==> src/rtl/hmd_pkg.sv <==
package hmd_pkg;

  localparam int CFG_INDEX_W = 3;
  localparam int CFG_DATA_W = 16;
  localparam int POS_W = 17;
  localparam int REM_W = 16;

  localparam logic [POS_W-1:0] POS_MAX = {POS_W{1'b1}};

  localparam logic [CFG_INDEX_W-1:0] CFG_ID_MIN = 3'd0;
  localparam logic [CFG_INDEX_W-1:0] CFG_ID_MAX = 3'd1;
  localparam logic [CFG_INDEX_W-1:0] CFG_SIG_MAX = 3'd2;
  localparam logic [CFG_INDEX_W-1:0] CFG_CODE_CH = 3'd3;
  localparam logic [CFG_INDEX_W-1:0] CFG_CODE_SH = 3'd4;
  localparam logic [CFG_INDEX_W-1:0] CFG_CODE_CA = 3'd5;

  localparam logic [7:0] RST_ID_MIN = 8'd1;
  localparam logic [7:0] RST_ID_MAX = 8'd64;
  localparam logic [15:0] RST_SIG_MAX = 16'd4627;
  localparam logic [7:0] RST_CODE_CH = 8'd1;
  localparam logic [7:0] RST_CODE_SH = 8'd2;
  localparam logic [7:0] RST_CODE_CA = 8'd3;

  localparam logic [1:0] KIND_CLIENT_HELLO = 2'd0;
  localparam logic [1:0] KIND_SERVER_HELLO = 2'd1;
  localparam logic [1:0] KIND_CLIENT_AUTH = 2'd2;

  typedef enum logic [3:0] {
    FLD_TYPE = 4'd0,
    FLD_IDLEN = 4'd1,
    FLD_ID = 4'd2,
    FLD_PUBKEY = 4'd3,
    FLD_SESSION = 4'd4,
    FLD_NONCE = 4'd5,
    FLD_HSID = 4'd6,
    FLD_SIGLEN = 4'd7,
    FLD_SIG = 4'd8,
    FLD_END = 4'd9
  } field_t;

  typedef enum logic [2:0] {
    ERR_NONE = 3'd0,
    ERR_TYPE = 3'd1,
    ERR_ID_LEN = 3'd2,
    ERR_SIG_LEN = 3'd3,
    ERR_SHORT = 3'd4,
    ERR_TRAILING = 3'd5
  } err_t;

  typedef struct packed {
    logic [7:0] id_min_length;
    logic [7:0] id_max_length;
    logic [15:0] sig_max_length;
    logic [7:0] code_client_hello;
    logic [7:0] code_server_hello;
    logic [7:0] code_client_auth;
  } cfg_t;

  typedef struct packed {
    logic [7:0] data_byte;
    logic last_byte;
    logic [1:0] expected_kind;
  } in_item_t;

  typedef struct packed {
    logic [7:0] byte_out;
    logic [3:0] field_code;
    logic [POS_W-1:0] byte_offset;
    logic msg_done;
    logic msg_valid;
    logic [2:0] error_code;
  } out_item_t;

  function automatic field_t next_field(input logic [1:0] kind, input field_t f);
    field_t nf;
    nf = FLD_END;
    case (kind)
      KIND_CLIENT_HELLO: begin
        case (f)
          FLD_TYPE: nf = FLD_IDLEN;
          FLD_ID: nf = FLD_PUBKEY;
          FLD_PUBKEY: nf = FLD_SESSION;
          FLD_SESSION: nf = FLD_NONCE;
          default: nf = FLD_END;
        endcase
      end
      KIND_SERVER_HELLO: begin
        case (f)
          FLD_TYPE: nf = FLD_IDLEN;
          FLD_ID: nf = FLD_PUBKEY;
          FLD_PUBKEY: nf = FLD_NONCE;
          FLD_NONCE: nf = FLD_SESSION;
          FLD_SESSION: nf = FLD_SIGLEN;
          default: nf = FLD_END;
        endcase
      end
      KIND_CLIENT_AUTH: begin
        case (f)
          FLD_TYPE: nf = FLD_HSID;
          FLD_HSID: nf = FLD_SIGLEN;
          default: nf = FLD_END;
        endcase
      end
      default: nf = FLD_END;
    endcase
    return nf;
  endfunction

endpackage

==> src/rtl/hmd_cfg.sv <==
module hmd_cfg (
  input  logic clk,
  input  logic rst,
  input  logic cfg_write,
  input  logic [hmd_pkg::CFG_INDEX_W-1:0] cfg_index,
  input  logic [hmd_pkg::CFG_DATA_W-1:0] cfg_data,
  output hmd_pkg::cfg_t cfg
);
  import hmd_pkg::*;

  always_ff @(posedge clk) begin
    if (rst) begin
      cfg.id_min_length <= RST_ID_MIN;
      cfg.id_max_length <= RST_ID_MAX;
      cfg.sig_max_length <= RST_SIG_MAX;
      cfg.code_client_hello <= RST_CODE_CH;
      cfg.code_server_hello <= RST_CODE_SH;
      cfg.code_client_auth <= RST_CODE_CA;
    end else if (cfg_write) begin
      case (cfg_index)
        CFG_ID_MIN: cfg.id_min_length <= cfg_data[7:0];
        CFG_ID_MAX: cfg.id_max_length <= cfg_data[7:0];
        CFG_SIG_MAX: cfg.sig_max_length <= cfg_data;
        CFG_CODE_CH: cfg.code_client_hello <= cfg_data[7:0];
        CFG_CODE_SH: cfg.code_server_hello <= cfg_data[7:0];
        CFG_CODE_CA: cfg.code_client_auth <= cfg_data[7:0];
        default: ;
      endcase
    end
  end

endmodule

==> src/rtl/hmd_parse.sv <==
module hmd_parse #(
  parameter int PUBKEY_BYTES = 32,
  parameter int SESSION_BYTES = 16,
  parameter int NONCE_BYTES = 32,
  parameter int HANDSHAKE_ID_BYTES = 16
) (
  input  logic clk,
  input  logic rst,
  input  logic step,
  input  hmd_pkg::in_item_t item,
  input  hmd_pkg::cfg_t cfg,
  output hmd_pkg::out_item_t result
);
  import hmd_pkg::*;

  logic [POS_W-1:0] position;
  field_t cur;
  logic [REM_W-1:0] remaining;
  logic [1:0] held_kind;
  logic [7:0] sig_high;
  err_t first_error;

  logic [POS_W-1:0] position_next;
  field_t cur_next;
  logic [REM_W-1:0] remaining_next;
  logic [1:0] held_kind_next;
  logic [7:0] sig_high_next;
  err_t first_error_next;

  logic start;
  logic [1:0] kind_eff;
  field_t cur_eff;
  logic [REM_W-1:0] rem_eff;
  err_t err_eff;

  field_t cur_upd;
  logic [REM_W-1:0] rem_upd;
  err_t err_upd;
  err_t err_fin;
  logic do_fault;
  err_t fault_code;
  logic do_enter;
  field_t enter_fld;
  logic type_ok;
  logic [REM_W-1:0] sig_len;
  logic [REM_W-1:0] rem_dec;

  function automatic logic [REM_W-1:0] field_len(input field_t f);
    logic [REM_W-1:0] n;
    case (f)
      FLD_IDLEN: n = REM_W'(1);
      FLD_PUBKEY: n = REM_W'(PUBKEY_BYTES);
      FLD_SESSION: n = REM_W'(SESSION_BYTES);
      FLD_NONCE: n = REM_W'(NONCE_BYTES);
      FLD_HSID: n = REM_W'(HANDSHAKE_ID_BYTES);
      FLD_SIGLEN: n = REM_W'(2);
      default: n = '0;
    endcase
    return n;
  endfunction

  assign start = (position == '0);
  assign kind_eff = start ? item.expected_kind : held_kind;
  assign cur_eff = start ? FLD_TYPE : cur;
  assign rem_eff = start ? REM_W'(1) : remaining;
  assign err_eff = start ? ERR_NONE : first_error;

  always_comb begin
    do_fault = 1'b0;
    fault_code = ERR_NONE;
    do_enter = 1'b0;
    enter_fld = FLD_END;
    cur_upd = cur_eff;
    rem_upd = rem_eff;
    err_upd = err_eff;
    sig_high_next = sig_high;
    type_ok = 1'b0;
    sig_len = {sig_high, item.data_byte};
    rem_dec = (rem_eff != '0) ? rem_eff - REM_W'(1) : '0;

    case (cur_eff)
      FLD_TYPE: begin
        type_ok = (kind_eff == KIND_CLIENT_HELLO && item.data_byte == cfg.code_client_hello) ||
                  (kind_eff == KIND_SERVER_HELLO && item.data_byte == cfg.code_server_hello) ||
                  (kind_eff == KIND_CLIENT_AUTH && item.data_byte == cfg.code_client_auth);
        if (!type_ok) begin
          do_fault = 1'b1;
          fault_code = ERR_TYPE;
        end else begin
          do_enter = 1'b1;
          enter_fld = next_field(kind_eff, FLD_TYPE);
        end
      end
      FLD_IDLEN: begin
        if (item.data_byte < cfg.id_min_length || item.data_byte > cfg.id_max_length) begin
          do_fault = 1'b1;
          fault_code = ERR_ID_LEN;
        end else if (item.data_byte == 8'd0) begin
          do_enter = 1'b1;
          enter_fld = next_field(kind_eff, FLD_ID);
        end else begin
          cur_upd = FLD_ID;
          rem_upd = {8'd0, item.data_byte};
        end
      end
      FLD_SIGLEN: begin
        if (rem_eff >= REM_W'(2)) begin
          sig_high_next = item.data_byte;
          rem_upd = REM_W'(1);
        end else if (sig_len == '0 || sig_len > cfg.sig_max_length) begin
          do_fault = 1'b1;
          fault_code = ERR_SIG_LEN;
        end else begin
          cur_upd = FLD_SIG;
          rem_upd = sig_len;
        end
      end
      FLD_ID, FLD_PUBKEY, FLD_SESSION, FLD_NONCE, FLD_HSID, FLD_SIG: begin
        rem_upd = rem_dec;
        if (rem_dec == '0) begin
          do_enter = 1'b1;
          enter_fld = next_field(kind_eff, cur_eff);
        end
      end
      default: begin
        do_fault = 1'b1;
        fault_code = ERR_TRAILING;
      end
    endcase

    if (do_fault) begin
      cur_upd = FLD_END;
      rem_upd = '0;
      if (err_eff == ERR_NONE) begin
        err_upd = fault_code;
      end
    end else if (do_enter) begin
      cur_upd = enter_fld;
      rem_upd = field_len(enter_fld);
    end

    err_fin = err_upd;
    if (cur_upd != FLD_END && err_upd == ERR_NONE) begin
      err_fin = ERR_SHORT;
    end

    if (item.last_byte) begin
      position_next = '0;
      cur_next = FLD_TYPE;
      remaining_next = '0;
      held_kind_next = KIND_CLIENT_HELLO;
      first_error_next = ERR_NONE;
    end else begin
      position_next = (position < POS_MAX) ? position + POS_W'(1) : position;
      cur_next = cur_upd;
      remaining_next = rem_upd;
      held_kind_next = kind_eff;
      first_error_next = err_upd;
    end
  end

  always_comb begin
    result.byte_out = item.data_byte;
    result.field_code = (cur_eff == FLD_END) ? FLD_SIG : cur_eff;
    result.byte_offset = position;
    result.msg_done = item.last_byte;
    result.msg_valid = item.last_byte && (err_fin == ERR_NONE);
    result.error_code = item.last_byte ? err_fin : ERR_NONE;
  end

  always_ff @(posedge clk) begin
    if (rst) begin
      position <= '0;
      cur <= FLD_TYPE;
      remaining <= '0;
      held_kind <= KIND_CLIENT_HELLO;
      sig_high <= '0;
      first_error <= ERR_NONE;
    end else if (step) begin
      position <= position_next;
      cur <= cur_next;
      remaining <= remaining_next;
      held_kind <= held_kind_next;
      sig_high <= sig_high_next;
      first_error <= first_error_next;
    end
  end

endmodule

==> src/rtl/handshake_message_deframer.sv <==
// Handshake message deframer: one byte item is accepted per clock cycle while
// byte_stall is low, and every byte yields exactly one result item through the
// input register and the result register, tagged with its field and offset; the
// item that carries the last-byte mark also carries the verdict. The rate is set
// by the combinational field tracker between the two registers; a stalled result
// holds the input register, so stall on the result side reaches the byte side in
// the same cycle. The user must write configuration through the plain write port
// while no message bytes are in flight; the block itself does not enforce this.
module handshake_message_deframer #(
  parameter int PUBKEY_BYTES = 32,
  parameter int SESSION_BYTES = 16,
  parameter int NONCE_BYTES = 32,
  parameter int HANDSHAKE_ID_BYTES = 16
) (
  input  logic clk,
  input  logic rst,
  input  logic byte_valid,
  output logic byte_stall,
  input  hmd_pkg::in_item_t byte_item,
  output logic result_valid,
  input  logic result_stall,
  output hmd_pkg::out_item_t result_item,
  input  logic cfg_write,
  input  logic [hmd_pkg::CFG_INDEX_W-1:0] cfg_index,
  input  logic [hmd_pkg::CFG_DATA_W-1:0] cfg_data
);
  import hmd_pkg::*;

  cfg_t cfg;
  logic s1_valid;
  in_item_t s1_item;
  logic s1_move;
  out_item_t parsed;

  assign s1_move = s1_valid && (!result_valid || !result_stall);
  assign byte_stall = s1_valid && !s1_move;

  hmd_cfg u_cfg (
    .clk(clk),
    .rst(rst),
    .cfg_write(cfg_write),
    .cfg_index(cfg_index),
    .cfg_data(cfg_data),
    .cfg(cfg)
  );

  hmd_parse #(
    .PUBKEY_BYTES(PUBKEY_BYTES),
    .SESSION_BYTES(SESSION_BYTES),
    .NONCE_BYTES(NONCE_BYTES),
    .HANDSHAKE_ID_BYTES(HANDSHAKE_ID_BYTES)
  ) u_parse (
    .clk(clk),
    .rst(rst),
    .step(s1_move),
    .item(s1_item),
    .cfg(cfg),
    .result(parsed)
  );

  always_ff @(posedge clk) begin
    if (rst) begin
      s1_valid <= 1'b0;
    end else if (byte_valid && !byte_stall) begin
      s1_valid <= 1'b1;
    end else if (s1_move) begin
      s1_valid <= 1'b0;
    end
  end

  always_ff @(posedge clk) begin
    if (byte_valid && !byte_stall) begin
      s1_item <= byte_item;
    end
  end

  always_ff @(posedge clk) begin
    if (rst) begin
      result_valid <= 1'b0;
    end else if (s1_move) begin
      result_valid <= 1'b1;
    end else if (!result_stall) begin
      result_valid <= 1'b0;
    end
  end

  always_ff @(posedge clk) begin
    if (s1_move) begin
      result_item <= parsed;
    end
  end

endmodule

==> config.mk <==
export PLATFORM = sky130hd
export DESIGN_NAME = handshake_message_deframer
export DESIGN_NICKNAME = d
export VERILOG_FILES = /design/src/rtl/hmd_pkg.sv /design/src/rtl/hmd_cfg.sv /design/src/rtl/hmd_parse.sv /design/src/rtl/handshake_message_deframer.sv
export SDC_FILE = /design/constraint.sdc
export NUM_CORES = 1
export LEC_CHECK = 0
export ABC_AREA = 1
export BUFFER_PORTS_ARGS = -buffer_cell sky130_fd_sc_hd__buf_2
export CORE_UTILIZATION = 60
export CTS_CLUSTER_SIZE = 16
export DETAILED_ROUTE_END_ITERATION = 10
export PLACE_DENSITY = 0.8
export SLEW_MARGIN = 40
export SYNTH_ARGS = -nofsm -noshare
export SYNTH_HDL_FRONTEND = slang
export SYNTH_SLANG_ARGS = --single-unit
==> constraint.sdc <==
create_clock -name clk -period 3.4 [get_ports clk]
set_clock_uncertainty 0.1 [all_clocks]
set_input_delay 0.17 -clock clk [delete_from_list [all_inputs] [get_ports clk]]
set_output_delay 0.17 -clock clk [all_outputs]
set_load 0.02 [all_outputs]
# == Word level (Yosys, flattened, before mapping) ==
# Index checks and enable logic that the tools add are counted.
# word_totals
ff_bits,153
latchBits,0
ram_bits,0
romBits,0
in_bits,35
output_inout_bits,36
word_cells,158
n_memories,0
# classes
addsub,2
n_mul,0
div_mod_pow,0
order_cmp,5
n_eq_ne,27
shift,0
mux,59
bitwise_logic,0
reduce_logical,42
# op_table
cell,count
$mux 16,9
$mux 4,14
$pmux 16 s3,1
$pmux 4 s3,3
$mux 17,2
$eq 4x3->1 const B,8
$logic_not 16->1,2
$eq 8x8->1,3
$pmux 6 s4,1
$mux 3,6
$add 17x1->17 const B,1
$logic_not 17->1,1
$lt 17x17->1 const B,1
$ge 16x2->1 const B,1
$gt 16x16->1,1
$pmux 4 s2,2
$pmux 4 s4,1
$reduce_bool 16->1,1
$sub 16x1->16 const B,1
$reduce_and 2->1,7
$mux 1,13
$eq 4x2->1 const B,3
$logic_not 3->1,4
$pmux 3 s4,1
24 further kinds,48

# == Longest topological paths before layout ==
# depth
ltp_word,15
depth_mapped,28
mapped_depth_nobuf,27

# == Hierarchy ==
# A second synthesis with hierarchy kept.
# unflattened
hier_cells,1206
area_unflattened_um2,8863.5
# modules_own_cells
mod,n_inst,cells_per_inst,area_each_um2,seq_area_each_um2
hmd_parse,1,825,5185.0,1001.0
hmd_cfg,1,324,2235.9,1121.1
handshake_message_deframer,1,57,1442.6,1391.3

# == Worst setup path before layout ==
# Ideal clock, no wire load.
# synth_path
path_type,reg-to-reg
from,register u_parse.position[0]
to,register result_item[2] in the netlist's numbering (data pin)
setup_time_ns,0.270
t_arrival_ns,2.795
required_ns,3.030
path_slack_ns,0.235
path_stages_with_launch,23
n_path_buf,1
period_less_slack_ns,3.165
path_cell_list,dfxtp_1 > inv_1 > ha_1 > inv_1 > nor2_1 > nand2_1 > nor2_2 > nand2_4 > buf_6 > nand2_1 > inv_1 > ha_1 > nand2_1 > nor2_1 > nand3_1 > nand3_1 > nand3_1 > nor2_4 > nand3_2 > nand2_4 > nand2_1 > nand3_1 > a21oi_1
# synth_between
elab_chain_cells,13
elab_cells_between_ends,63
classes_between,add/sub: 1; order compare: 1; eq/ne: 11; mux: 35; reduce/logical: 15
# synth_lines
element,line_no,source
from (decl),hmd_parse.sv:16,logic [POS_W-1:0] position;
from (signal assigned),hmd_parse.sv:180,position <= position_next;
$logic_not 17->1 (*),hmd_parse.sv:62,assign start = (position == '0);
branches (longest 11 deep; another with $sub 16x1->16),--,
$mux 3 (*),hmd_parse.sv:143,if (cur_upd != FLD_END && err_upd == ERR_NONE) begin
to (signal assigned),handshake_message_deframer.sv:89,result_item <= parsed;
to (decl),handshake_message_deframer.sv:22,"output hmd_pkg::out_item_t result_item,"
# Every way passes the cells marked *.
# A chain may end at the register's enable or synchronous reset.

==> metrics.md <==
| Metric | Value |
|---|---|
| Outcome | `finished clean` |
| Initial antenna violation count | `0` |
| Worst setup EP type | `register` |
| Slew Limit Fails | `0` |
| Crit Path Class | `reg2reg` |
| Worst-path clk slew | `0.06 ns` |
| WP data arrival | `3.25 ns` |
| Tmin final | `3.16 ns` |
| Synth area leader | `dfxtp_1` |
| Cell row count | `42` |
| Fmax | `0.316 GHz` |
| DP Worst Slack | `approximately 0.18 ns` |
| Layout cell share with drive strength beyond 1 | `between 10% and 20%` |
| Die Span X | `~120 um` |
| Clk_lat worst skew | `0.43 ns` |
| Tcrit/Tclk final | `between 90% and 100%` |
| Yosys top cell area share | `26.2%` |
| Final setup fails | `0` |
| Post-Syn Instances | `1097` |
| Placeable core area | `13300 um2` |
| Vias | `7910` |
| Most common cell after layout, fill and taps aside | `nand2_1` |
| Non-Filler Instances | `1405` |
| Starting Density | `61.9%` |
| Layout Nets | `1287` |
| Worst Path Required | `3.49 ns` |
| Commonest non-fill, non-tap cells in the layout | `211 x nand2_1, 132 x inv_1, 116 x nor2_1, 107 x dfxtp_1, 88 x a21oi_1` |
| Leakage | `4.34 nW` |
| Slew headroom | `54.3%` |
| Final setup margin | `0.237 ns` |
| Critical-path maximum fanout | `13` |
| DR WL/cell | `16.1 um` |
| Gpl congestion | `0.976` |
| Pwr/cell area | `between 400 and 500 nW/um2` |
| H-Tree Depth | `4` |
| Tot Pwr | `4.24 mW` |
| DP Area | `~9000 um2` |
| DP HPWL | `15800 um` |
| Post-synth ARST share | `0%` |
| Number of enable flip-flop cells after synthesis | `45` |
| Pin count of the biggest net entering global routing | `65` |
| Peak VDD IR | `between 0.3 and 0.4 mV` |
| Final Hold Fails | `0` |
| Vias per Instance | `~5.6` |
| Actual transition at the worst max-transition pin | `0.681 ns` |
| Die Area | `14200 um2` |
| Drt drc | `0` |
| First-pass DRT Iterations | `5` |
| Synth area leaders | `dfxtp_1 26%, edfxtp_1 16%, nand2_1 9.7%` |
| Post-route setup TNS | `0 ns` |
| Yosys cell types | `48` |
| Total gr overflow | `0` |
| Final ANT Viol Nets | `0` |
| Post-synthesis sequential area ratio | `42.5%` |
| Syn Nets | `1168` |
| I/O Pins | `71` |
| Synthesized area per cell | `7.53 um2` |
| RSZ-0062 raised after global routing | `true` |
| Num CTS Buffers | `17` |
| Vias in the first global route | `7423` |
| Worst min-delay path category | `in2reg` |
| Clk buf depth | `2` |
| Final core occ | `about three quarters` |
| Setup crit start kind | `register` |
| Die height | `119 um` |
| Post-synthesis cell area | `8260 um2` |
| CTS tree | `built` |
| Register bit total from synthesis | `around 150` |
| Max-cap violations | `0` |
| Dpl cells | `between 1k and 1.5k` |
| First-pass GRT wire length | `36200 um` |
| Port Buffer Count | `70` |
| Detailed Route WL | `22700 um` |
| Total GRT Usage | `32.8%` |
| Root Buffer | `clkbuf_16` |
| Layout area overhead | `18.7%` |
| ANT cells | `0` |
| Worst hold slack | `0.0178 ns` |
| DRT iter0 DRCs | `roughly 770` |
| Synthesis warning total | `0` |
| Main flop type after synthesis | `dfxtp_1` |
| Fin area | `between 9000 and 10000 um2` |
| Clock sinks | `153` |
-- area by class of cell --
class | count | area (um2)
tap | 176 | 220
fill | 1077 | 3550
clock inverter | 7 | 70.1
clock buffer | 25 | 465
multi-input combinational | 767 | 4100
sequential | 153 | 3510
inverter | 146 | 553
timing repair buffer | 131 | 880
-- repair_timing --
| item | in CTS | in global routing |
|---|---|---|
| buffers inserted | 0 | 2 |
| gates resized for setup | 0 | 18 |
| setup endpoints to repair | 0 | 13 |
| hold buffers | 27 | 0 |
| hold endpoints to repair | 38 | 0 |
-- path summary, 6_finish.rpt --
check                                    from                          to  slack, ns  depth (start not counted)
max          u_parse.position[1]$_SDFFE_PP0P_    result_item[3]$_DFFE_PP_       0.24                         25
min                               cfg_data[3]   u_cfg.cfg[3]$_SDFFE_PP0P_       0.02                          3
max reg2reg  u_parse.position[1]$_SDFFE_PP0P_    result_item[3]$_DFFE_PP_       0.24                         25
min reg2reg        u_cfg.cfg[51]$_SDFFE_PP0P_  u_cfg.cfg[51]$_SDFFE_PP0P_       0.36                          2
-- layer usage --
| metal | track usage [%] | up-vias | share of wire, % |
|---|---|---|---|
| met5 | 0 | - | 0 |
| met4 | 13.9 | 0 | 2.5 |
| met3 | 6.03 | 52 | 7.8 |
| met2 | 55.0 | 343 | 48 |
| met1 | 41.5 | 3623 | 42 |
| li1 | - | 3892 | - |
-- flip-flops by register name, indices dropped and copies added, names as in the netlist --
register / flops
result_item: 34
result_valid: 1
s1_item: 11
s1_valid: 1
u_cfg.cfg: 56
u_parse.cur: 4
u_parse.first_error: 3
u_parse.held_kind: 2
u_parse.position: 17
u_parse.remaining: 16
u_parse.sig_high: 8
-- critical path, cell delays in order (launching register included) --
cell     delay [ns]
dfxtp_1        0.34
inv_1          0.09
ha_1           0.15
inv_1          0.04
nor2_1         0.07
nand2_1        0.07
nor2_2         0.13
nand2_4        0.09
buf_4          0.21
o21ai_2        0.11
nand2_2        0.11
nor2_1         0.10
nand2_1        0.09
buf_4          0.19
nand2_2        0.10
nand2_1        0.06
nor2_1         0.10
nand2_1        0.09
nor2_4         0.14
nand3_1        0.09
nand2_1        0.06
nand2_1        0.07
nand2_1        0.09
nand3_1        0.11
nand2_1        0.09
nor2_1         0.04
-- where the power goes --
| group | switching [mW] | internal, mW | leakage [nW] |
|---|---|---|---|
| Combinational | 0.346 | 0.183 | 2.77 |
| Sequential | 0.0255 | 1.93 | 1.32 |
| Clock | 0.731 | 1.03 | 0.260 |
-- synth_stat cells, types with 2 or more instances --
master,number
nand2_1,213
nor2_1,121
nor3_1,15
nor2_2,6
o221ai_1,4
a31oi_1,3
inv_1,133
xor2_1,16
nand3_1,75
a21oi_2,2
inv_4,2
o21ai_0,83
o21ai_2,8
clkbuf_1,23
buf_6,4
o21ai_1,13
ha_1,36
nor2_4,2
xnor2_1,9
nand3_2,4
o21a_1,2
nand2_2,6
o22ai_1,6
dfxtp_1,108
edfxtp_1,45
inv_2,7
buf_2,2
o2111ai_1,2
nor4_1,7
o211ai_1,11
nor3_2,2
nand2_4,3
a21oi_1,89
clkinv_1,4
nand4_1,18
-- cells by family after synthesis --
kind of cell	synth area share, %
xor gates and xnor gates	2.65
and+or+nand+nor	25.5
AOI/OAI and AO/OA	15.3
adders and majority gates	5.45
buffers and inverters	8.55
DFF	42.5
No activity file was read; power rests on OpenSTA's default activity.
